==> src/hw/rtl/bffl_pkg.sv <==
package bffl_pkg;

  localparam int MAX_BIN_DEF = 64;

  localparam int CountW = 16;
  localparam int LevelW = 24;
  localparam int AccW   = 30;
  localparam int CoefW  = 21;
  localparam int ProjW  = 32;
  localparam int StatW  = 2;
  localparam int FracW  = 24;
  localparam int ExpW   = 5;
  localparam int LogW   = ExpW + FracW;
  localparam int MantW  = 32;
  localparam int TW     = 21;
  localparam int TtW    = 25;
  localparam int QW     = 30;

  localparam logic [AccW-1:0] ACC_MAX = {AccW{1'b1}};
  localparam logic [31:0]     LN2_Q32 = 32'hB172_17F8;

  typedef enum logic [StatW-1:0] {
    ST_OK     = 2'd0,
    ST_ZERO_W = 2'd1,
    ST_ZERO_F = 2'd2
  } status_e;

  typedef enum logic [1:0] {
    LG_IDLE,
    LG_NORM,
    LG_SQ
  } lg_state_e;

  typedef enum logic [2:0] {
    C_IDLE,
    C_LOGF,
    C_LOGW,
    C_MULT,
    C_MULTT,
    C_MULQ,
    C_OUT
  } ctrl_state_e;

  typedef struct packed {
    logic in_ready;
    logic log_start;
    logic log_sel_w;
    logic cap_lf;
    logic mul_t;
    logic mul_tt;
    logic mul_q;
    logic out_load;
  } ctrl_cmd_t;

  typedef struct packed {
    logic in_fire;
    logic close;
    logic zero_case;
    logic log_done;
    logic out_free;
  } dp_status_t;

endpackage

==> src/hw/rtl/bffl_ctrl.sv <==
module bffl_ctrl (
  input  logic                 clk_i,
  input  logic                 rst_ni,
  input  bffl_pkg::dp_status_t sts_i,
  output bffl_pkg::ctrl_cmd_t  cmd_o
);
  import bffl_pkg::*;

  ctrl_state_e state_q, state_d;

  always_comb begin
    state_d = state_q;
    case (state_q)
      C_IDLE: begin
        if (sts_i.in_fire && sts_i.close) state_d = sts_i.zero_case ? C_OUT : C_LOGF;
      end
      C_LOGF:  if (sts_i.log_done) state_d = C_LOGW;
      C_LOGW:  if (sts_i.log_done) state_d = C_MULT;
      C_MULT:  state_d = C_MULTT;
      C_MULTT: state_d = C_MULQ;
      C_MULQ:  state_d = C_OUT;
      C_OUT:   if (sts_i.out_free) state_d = C_IDLE;
      default: state_d = C_IDLE;
    endcase
  end

  always_comb begin
    cmd_o = '0;
    case (state_q)
      C_IDLE: begin
        cmd_o.in_ready  = 1'b1;
        cmd_o.log_start = sts_i.in_fire && sts_i.close && !sts_i.zero_case;
      end
      C_LOGF: begin
        cmd_o.cap_lf    = sts_i.log_done;
        cmd_o.log_start = sts_i.log_done;
        cmd_o.log_sel_w = 1'b1;
      end
      C_LOGW:  cmd_o.mul_t    = sts_i.log_done;
      C_MULT:  cmd_o.mul_tt   = 1'b1;
      C_MULTT: cmd_o.mul_q    = 1'b1;
      C_OUT:   cmd_o.out_load = sts_i.out_free;
      default: ;
    endcase
  end

  always_ff @(posedge clk_i or negedge rst_ni) begin
    if (!rst_ni) state_q <= C_IDLE;
    else         state_q <= state_d;
  end

endmodule

==> config.mk <==
export PLATFORM = sky130hd
export DESIGN_NAME = bffl_ctrl
export DESIGN_NICKNAME = d
export VERILOG_FILES = /design/src/hw/rtl/bffl_pkg.sv /design/src/hw/rtl/bffl_ctrl.sv
export SDC_FILE = /design/constraint.sdc
export NUM_CORES = 1
export LEC_CHECK = 0
export ABC_AREA = 1
export BUFFER_PORTS_ARGS = -buffer_cell sky130_fd_sc_hd__buf_2
export CAP_MARGIN = 25
export CORE_AREA = 2 2 39 41
export DETAILED_ROUTE_END_ITERATION = 6
export DIE_AREA = 0 0 41 43
export GPL_TIMING_DRIVEN = 1
export SLEW_MARGIN = 10
export SYNTH_ARGS = -nofsm -noshare
export SYNTH_HDL_FRONTEND = slang
export SYNTH_SLANG_ARGS = --single-unit
==> constraint.sdc <==
create_clock -name clk_i -period 1.2 [get_ports clk_i]
set_input_delay 0.06 -clock clk_i [delete_from_list [all_inputs] [get_ports clk_i]]
set_output_delay 0.06 -clock clk_i [all_outputs]
set_load 0.005 [all_outputs]
# Yosys cells after proc, flatten, opt, wreduce, memory -nomap -nowiden
# Index checks and enable logic that the tools add are counted.
dict set report word_totals {
  output_inout_bits 8
  register_bits 3
  in_bits 7
  elab_cells 29
}
dict set report op_classes {
  mux 13
  n_reduce_logical 5
  n_eq_ne 10
}
# op count
set op_table {}
lappend op_table {{$pmux 3 s7} 1}
lappend op_table {{$mux 3} 5}
lappend op_table {{$eq 3x3->1 const B} 3}
lappend op_table {{$ne 2x2->1 const B} 4}
lappend op_table {{$eq 3x2->1 const B} 2}
lappend op_table {{$mux 1} 5}
lappend op_table {{$reduce_and 4->1} 1}
lappend op_table {{$eq 3x1->1 const B} 1}
lappend op_table {{$logic_not 3->1} 1}
lappend op_table {{$logic_and 1x1->1} 2}
lappend op_table {{$mux 2} 1}
lappend op_table {{$pmux 1 s2} 1}
lappend op_table {{$logic_not 1->1} 1}

# Longest topological paths before layout
# Gate-level depths: netlist (run 1).
dict set report logic_depth {
  depth_word 3
  mapped_depth 8
  mapped_depth_nobuf 7
}

# Worst setup path before layout (run 1)
# No wires, ideal clock.
dict set report synth_path {
  kind {reg2reg}
  start {register state_q[1]}
  end {register state_q[1]}
  period_less_slack_ns 1.064
  setup_ns 0.116
  path_buffers 1
  arrival_time_ns 0.948
  stages_incl_launch_ff 8
  required_ns 1.084
  path_slack_ns 0.136
  cell_sequence {dfrtp_1 > buf_6 > nor2_2 > nand2_2 > nand2_2 > nand2_2 > nand3_1 > nand2_1}
}
dict set report synth_via {
  elab_chain_len 3
  word_cells_on_any_way 13
  cone_classes {10 x eq/ne; 1 x mux; 2 x reduce/logical}
}
# item line
set synth_lines {}
lappend synth_lines {{from (decl)} bffl_ctrl.sv:9} ;# ctrl_state_e state_q, state_d;
lappend synth_lines {{from (signal assigned)} bffl_ctrl.sv:49} ;# else state_q <= state_d;
lappend synth_lines {{$eq 3x1->1 (tied with other cells)} bffl_ctrl.sv:13} ;# case (state_q)
lappend synth_lines {{$ne 2x2->1 (no line)} -}
lappend synth_lines {{$reduce_and 4->1 (no line)} -}
# Several ways; a longest one is shown, not always the timed one.
# A chain may end at the register's enable or synchronous reset.

==> results.toml, run 1 <==
[run_status]
outcome = "finished with violations"
failed_checks = "negative setup slack"

[timing]
relSlewSlack_pct = 84.2
tns_ns = -0.228
worst_slack_ns = -0.0887
finalHoldViolCount = 0
period_share_pct = 107
max_freq_mhz = 776
finalMaxSlewViolations = 0
finalClockSkew_ns = 0.00340
rsz0062_at_grt = "true"
tightestPinTransition_ns = 0.237
min_period_ns = 1.29
setup_viol_count_final = 5

[layout]
utilization_pct = 42.3
diodes = 0
drive_gt1_share_pct = 63.2
largest_reg_flops = 3
syn_to_final_growth_pct = 94.2
reg.largest.list = "state_q x3"
nets = 84
stdcell_area_um2 = 586
final_cells = 92
top_register = "state_q"

[min_path]
whs_path_depth = 4
holdCritPathClass = "in2reg"

[synth]
synth_largest_area_cell = "dfrtp_1"
synth_edf_count = 0
syn_nets = 56
ys_ff_latch = 3
ys_warn_count = 0
synth_common_cells = "nand2_1, inv_1, nand3_1"
synthDistinctLibCells = 15
ys_seq_area_share_pct = 24.9
synth_flop_cell = "dfrtp_1"
synth_area_um2 = 302
ys_top_cells_by_area = "dfrtp_1, nand2_1, nand3_1"
postSynthCellCount = 49
synth_top_area_share_pct = 24.9
syn-mean-instance-area_um2 = 6.15
ys_async_sr_fraction_pct = 100
synth_most_common_cell = "nand2_1"

[clocking]
cts_sinks = 3
ctsHtreeMaxLevel = 1
cts_buffers = 3
clk_pin_slew_ns = 0.04
root_buffer = "clkbuf_4"
tritoncts = "built"
clk_latency_ns = 0.23
clock_path_buffers = 2

[routing]
topRoutingLayerUsed = "met4"
viasPerCell = 4.61
met2WireLength_um = 516
wl_per_cell_um = 10.5
wl_um = 965
met3_length_um = 44
drc = 0
drt_iter0_markers = 7
drt.antenna.violating_nets = 0
firstDrtPassIters = 4
vias = 424
wl_met1_um = 391

[critical_path]
worstRegToRegCells = 6
cp.arrival_ns = 1.23
cp.required_ns = 1.14
path_max_fanout = 7
worst_setup_path_end_kind = "output port"
critPathSlowestCell = "dfrtp_2"
path_cells = "nor2_4, nand2_4, o22ai_1, buf_2"
worstSetupPathType = "reg2out"
cp-start-kind = "register"
worst_path_largest_cell_delay_ns = 0.49

[floorplanning]
dieArea_mm2 = 0.00176
rows = 14
die_w_um = 41
start_util_pct = 21.8
dieHeight_um = 43
pin_count = 15
core-area_mm2 = 0.00138

[global_routing]
grt_max_degree = 8
grt_pass1_wl_mm = 1.35
grt_overflow = 0
antenna_found_initial = 0
grt_pass1_vias = 304
grt.total_usage_pct = 10.8

[placed_design]
placedCellCount = 79
hpwlAfterDp_um = 564
io_buffers = 14
gp_congestion = 0.821
placed_area_um2 = 384
dp_slack_ns = 0.0655

[pwr]
vdd.ir_drop.worst_mv = 0.882
power_leakage_nw = 0.329
p_per_area_mw_per_mm2 = 2740

[flow_run]
cap_violations = 0
kinds of logic (layout without fill, tap and decap cells):
| group | count (synthesis) | in the layout | share of synthesized area, % |
|---|---|---|---|
| DFF | 3 | 3 | 24.9 |
| and+or+nand+nor | 32 | 32 | 51.5 |
| AOI/OAI and AO/OA | 2 | 2 | 3.73 |
| buffers and inverters | 12 | 39 | 19.9 |
where the power goes:
group | switching (mW) | total [mW] | internal (mW)
clock network | 0.0532 | 0.178 | 0.125
logic | 0.551 | 1.14 | 0.590
registers | 0.126 | 0.286 | 0.160
total | 0.731 | 1.61 | 0.875
per-stage QoR:
| stage | hold WS, ns | power (mW) |
|---|---|---|
| floorplan | -0.236 | 0.708 |
| global placement | -0.142 | 0.845 |
| detailed placement | -0.143 | 0.852 |
| CTS | 0.144 | 1.26 |
| global route | 0.150 | 1.74 |
| finish | 0.133 | 1.61 |
layout by cell type (no fill, tap or decap):
cell type	instances
buf_6	7
clkbuf_4	3
o21ai_0	1
dfrtp_2	3
nand3_4	2
nor4_2	1
inv_2	5
nand3_2	2
nand3_1	5
nand2_2	4
nor3_4	1
nand2_1	10
o22ai_1	1
clkbuf_1	1
nor2_1	2
dlygate4sd3_1	1
nor2_4	2
inv_1	5
nand4_1	2
buf_4	5
nand2_4	1
buf_2	12
routing by layer:
layer,vias to the layer above,GRT usage (%)
met1,192,15.6
met3,2,1.57
met4,0,4.00
met5,-,0
met2,20,15.6
li1,210,-
layout make-up:
class	instances	area (um^2)
sequential	3	78.8
inverter	10	37.5
timing repair buffer	25	186
multi-input combinational	34	236
clock buffer	4	26.3
fill	151	798
tap	16	20.0
worst max-delay path: cells and delay by family (launching register included):
| kind | cells | cell delay [ns] |
|---|---|---|
| buf+inv | 1 | 0.13 |
| simple gates | 2 | 0.23 |
| compound gates | 1 | 0.14 |
| flops | 1 | 0.49 |
path summary, 6_finish.rpt:
check,startpoint,endpoint,slack (ns)
max,state_q[1]$_DFFE_PN0P_,cmd_o[6],-0.09
min,sts_i[1],state_q[0]$_DFFE_PN0P_,0.13
max reg2reg,state_q[1]$_DFFE_PN0P_,state_q[1]$_DFFE_PN0P_,0.01
min reg2reg,state_q[2]$_DFFE_PN0P_,state_q[2]$_DFFE_PN0P_,0.72
max in group asynchronous,rst_ni,state_q[2]$_DFFE_PN0P_,0.93
min in group asynchronous,rst_ni,state_q[0]$_DFFE_PN0P_,0.15
repair_timing:
| item | CTS | global route |
|---|---|---|
| pin swaps | 3 | 2 |
| hold endpoints to repair | 3 | 0 |
| hold buffers | 1 | 0 |
| resized for setup | 9 | 19 |
| setup buffers | 6 | 2 |
| cloned | 0 | 0 |
| endpoints found under the setup margin | 5 | 11 |
Power figures use the tool's default switching activity.
==> inputs of run 2 (changes only) <==
--- a/config.mk
+++ b/config.mk
@@ -9,6 +9,7 @@
 export BUFFER_PORTS_ARGS = -buffer_cell sky130_fd_sc_hd__buf_2
 export CAP_MARGIN = 25
 export CORE_AREA = 2 2 39 41
+export CTS_BUF_LIST = sky130_fd_sc_hd__clkbuf_4 sky130_fd_sc_hd__clkbuf_8
 export DETAILED_ROUTE_END_ITERATION = 6
 export DIE_AREA = 0 0 41 43
 export GPL_TIMING_DRIVEN = 1
==> constraint.sdc (replaced) <==
create_clock -name clk_i -period 1.51 [get_ports clk_i]
set_input_delay 0.0755 -clock clk_i [delete_from_list [all_inputs] [get_ports clk_i]]
set_output_delay 0.0755 -clock clk_i [all_outputs]
set_load 0.005 [all_outputs]
==> run 2 against run 1 <==
  * Sequential cell count stayed put
  * Worst setup slack better by 0.24 ns
  * Largest cell class unchanged
  * Clock skew is 0.0025 ns higher
  * Sequential share of layout area is 4.9 points higher
  * The run now ends clean
  * Power is 50% lower
  * Critical endpoint unchanged
  * Via count is 17% lower
==> results.toml, run 2 (synthesis results as in run 1) <==
[layout]
stdcell_area_um2 = 409
diodes = 0
mostFrequentLayoutCell = "buf_2"
syn_to_final_growth_pct = 35.7
reg.largest.list = "state_q x3"
utilization_pct = 29.6
largest_reg_flops = 3
top_register = "state_q"
drive_gt1_share_pct = 36.4
mostFrequentLayoutCells = "buf_2, nand2_1, inv_1"
nets = 74

[clocking]
root_buffer = "clkbuf_4"
cts_sinks = 3
cts_resized = 0
clk_latency_ns = 0.24
tritoncts = "built"
ctsHtreeMaxLevel = 1
clk_pin_slew_ns = 0.04
clock_path_buffers = 2
cts_buffers = 3

[placed_design]
io_buffers = 14
hpwlAfterDp_um = 547
gp_congestion = 0.831
placed_area_um2 = 369

[critical_path]
path_cells = "nor3_1, nand2_1, o22ai_1, buf_2"
critPathSlowestCell = "dfrtp_1"
worstSetupPathType = "reg2out"
worst_setup_path_end_kind = "output port"
path_buf_inv = 1
path_max_fanout = 8
cp.required_ns = 1.43
cp-start-kind = "register"
cp.arrival_ns = 1.29
worst_path_largest_cell_delay_ns = 0.46
cp_top_family = "flip-flops"

[global_routing]
grt.total_usage_pct = 9.37
grt_pass1_vias = 275
antenna_found_initial = 0
grt_pass1_wl_mm = 1.04
grt_max_degree = 9
grt_overflow = 0

[routing]
topRoutingLayerUsed = "met4"
drt.antenna.violating_nets = 0
met2WireLength_um = 307
met3_length_um = 61
drc = 0
viasPerCell = 4.29
drt_iter0_markers = 6
wl_met1_um = 283
vias = 352
wl_um = 672
firstDrtPassIters = 4
wl_per_cell_um = 8.20

[floorplanning]
die_w_um = 41
start_util_pct = 21.8
core-area_mm2 = 0.00138
dieHeight_um = 43
rows = 14
dieArea_mm2 = 0.00176
pin_count = 15

[pwr]
p_sw_mw = 0.378
p_int_mw = 0.421
clkPwrFrac_pct = 20.4
power_leakage_nw = 0.265
finalPower_mw = 0.799
pwr-share-seq_pct = 24.6
vdd.ir_drop.worst_mv = 0.485
switching_share_pct = 47.3
comb_power_share_pct = 55.0
p_per_area_mw_per_mm2 = 1950

[flow_run]
cap_violations = 0

[run_status]
outcome = "finished, final reports clean"

[timing]
tns_ns = 0
finalClockSkew_ns = 0.00592
max_freq_mhz = 735
finalMaxSlewViolations = 0
tightestPinTransition_ns = 0.269
period_share_pct = 90.1
setup_viol_count_final = 0
min_period_ns = 1.36
relSlewSlack_pct = 82.1
rsz0062_at_grt = "false"
finalHoldViolCount = 0

[min_path]
holdCritPathClass = "in2reg"
[run 2: cell types whose count changed in the layout (fill, tap and decap cells not counted), moves of 3 or more]
cell,delta
dfrtp_2,-3
buf_6,-7
inv_2,-4
buf_4,-5
dfrtp_1,+3
nand3_1,+3
inv_1,+4
[run 2: path summary, 6_finish.rpt]
kind	startpoint	endpoint	slack, ns	cells after the start
max reg2reg	state_q[0]$_DFFE_PN0P_	state_q[1]$_DFFE_PN0P_	0.35	7
max	state_q[1]$_DFFE_PN0P_	cmd_o[6]	0.15	4
min	sts_i[1]	state_q[0]$_DFFE_PN0P_	0.15	4
min reg2reg	state_q[1]$_DFFE_PN0P_	state_q[1]$_DFFE_PN0P_	0.65	2
max in group asynchronous	rst_ni	state_q[1]$_DFFE_PN0P_	1.24	2
min in group asynchronous	rst_ni	state_q[2]$_DFFE_PN0P_	0.16	2
[run 2: layout make-up]
class / count / area (um^2)
multi-input cells: 34 / 166
fillers: 163 / 975
flip-flops and latches: 3 / 75.1
clock buffers: 4 / 30.0
repair buffers: 15 / 80.1
well taps: 16 / 20.0
inverters: 10 / 37.5
[run 2: through the flow]
step / cells / setup WS, ns / hold WS, ns
final: 82 / 0.149 / 0.147
after global routing: 82 / 0.0296 / 0.162
after CTS: 82 / 0.125 / 0.145
after detailed placement: 77 / 0.352 / -0.127
after global placement: 77 / 0.346 / -0.127
after floorplan: 49 / 0.446 / -0.220
[run 2: timing repair]
item                      in CTS  in global routing
setup buffers                  0                  0
hold endpoints to repair       3                  0
hold buffers                   1                  0
[run 2: power by group through the flow]
stage / Sequential [mW] / Clock [mW] / Combinational [mW]
final: 0.197 / 0.163 / 0.439
after global routing: 0.203 / 0.170 / 0.507
after CTS: 0.197 / 0.168 / 0.445
after detailed placement: 0.198 / 0 / 0.441
after global placement: 0.196 / 0 / 0.443
after floorplan: 0.147 / 0 / 0.416
[run 2: worst min-delay path: cells and delay by family]
kind / cells / cell delay [ns]
simple gates: 2 / 0.13
buf+inv: 2 / 0.14
[run 2: layer usage]
layer	up-vias	GRT usage, %
met2	14	12.5
met4	0	10.0
li1	189	-
met3	2	3.14
met1	147	10.4
met5	-	0
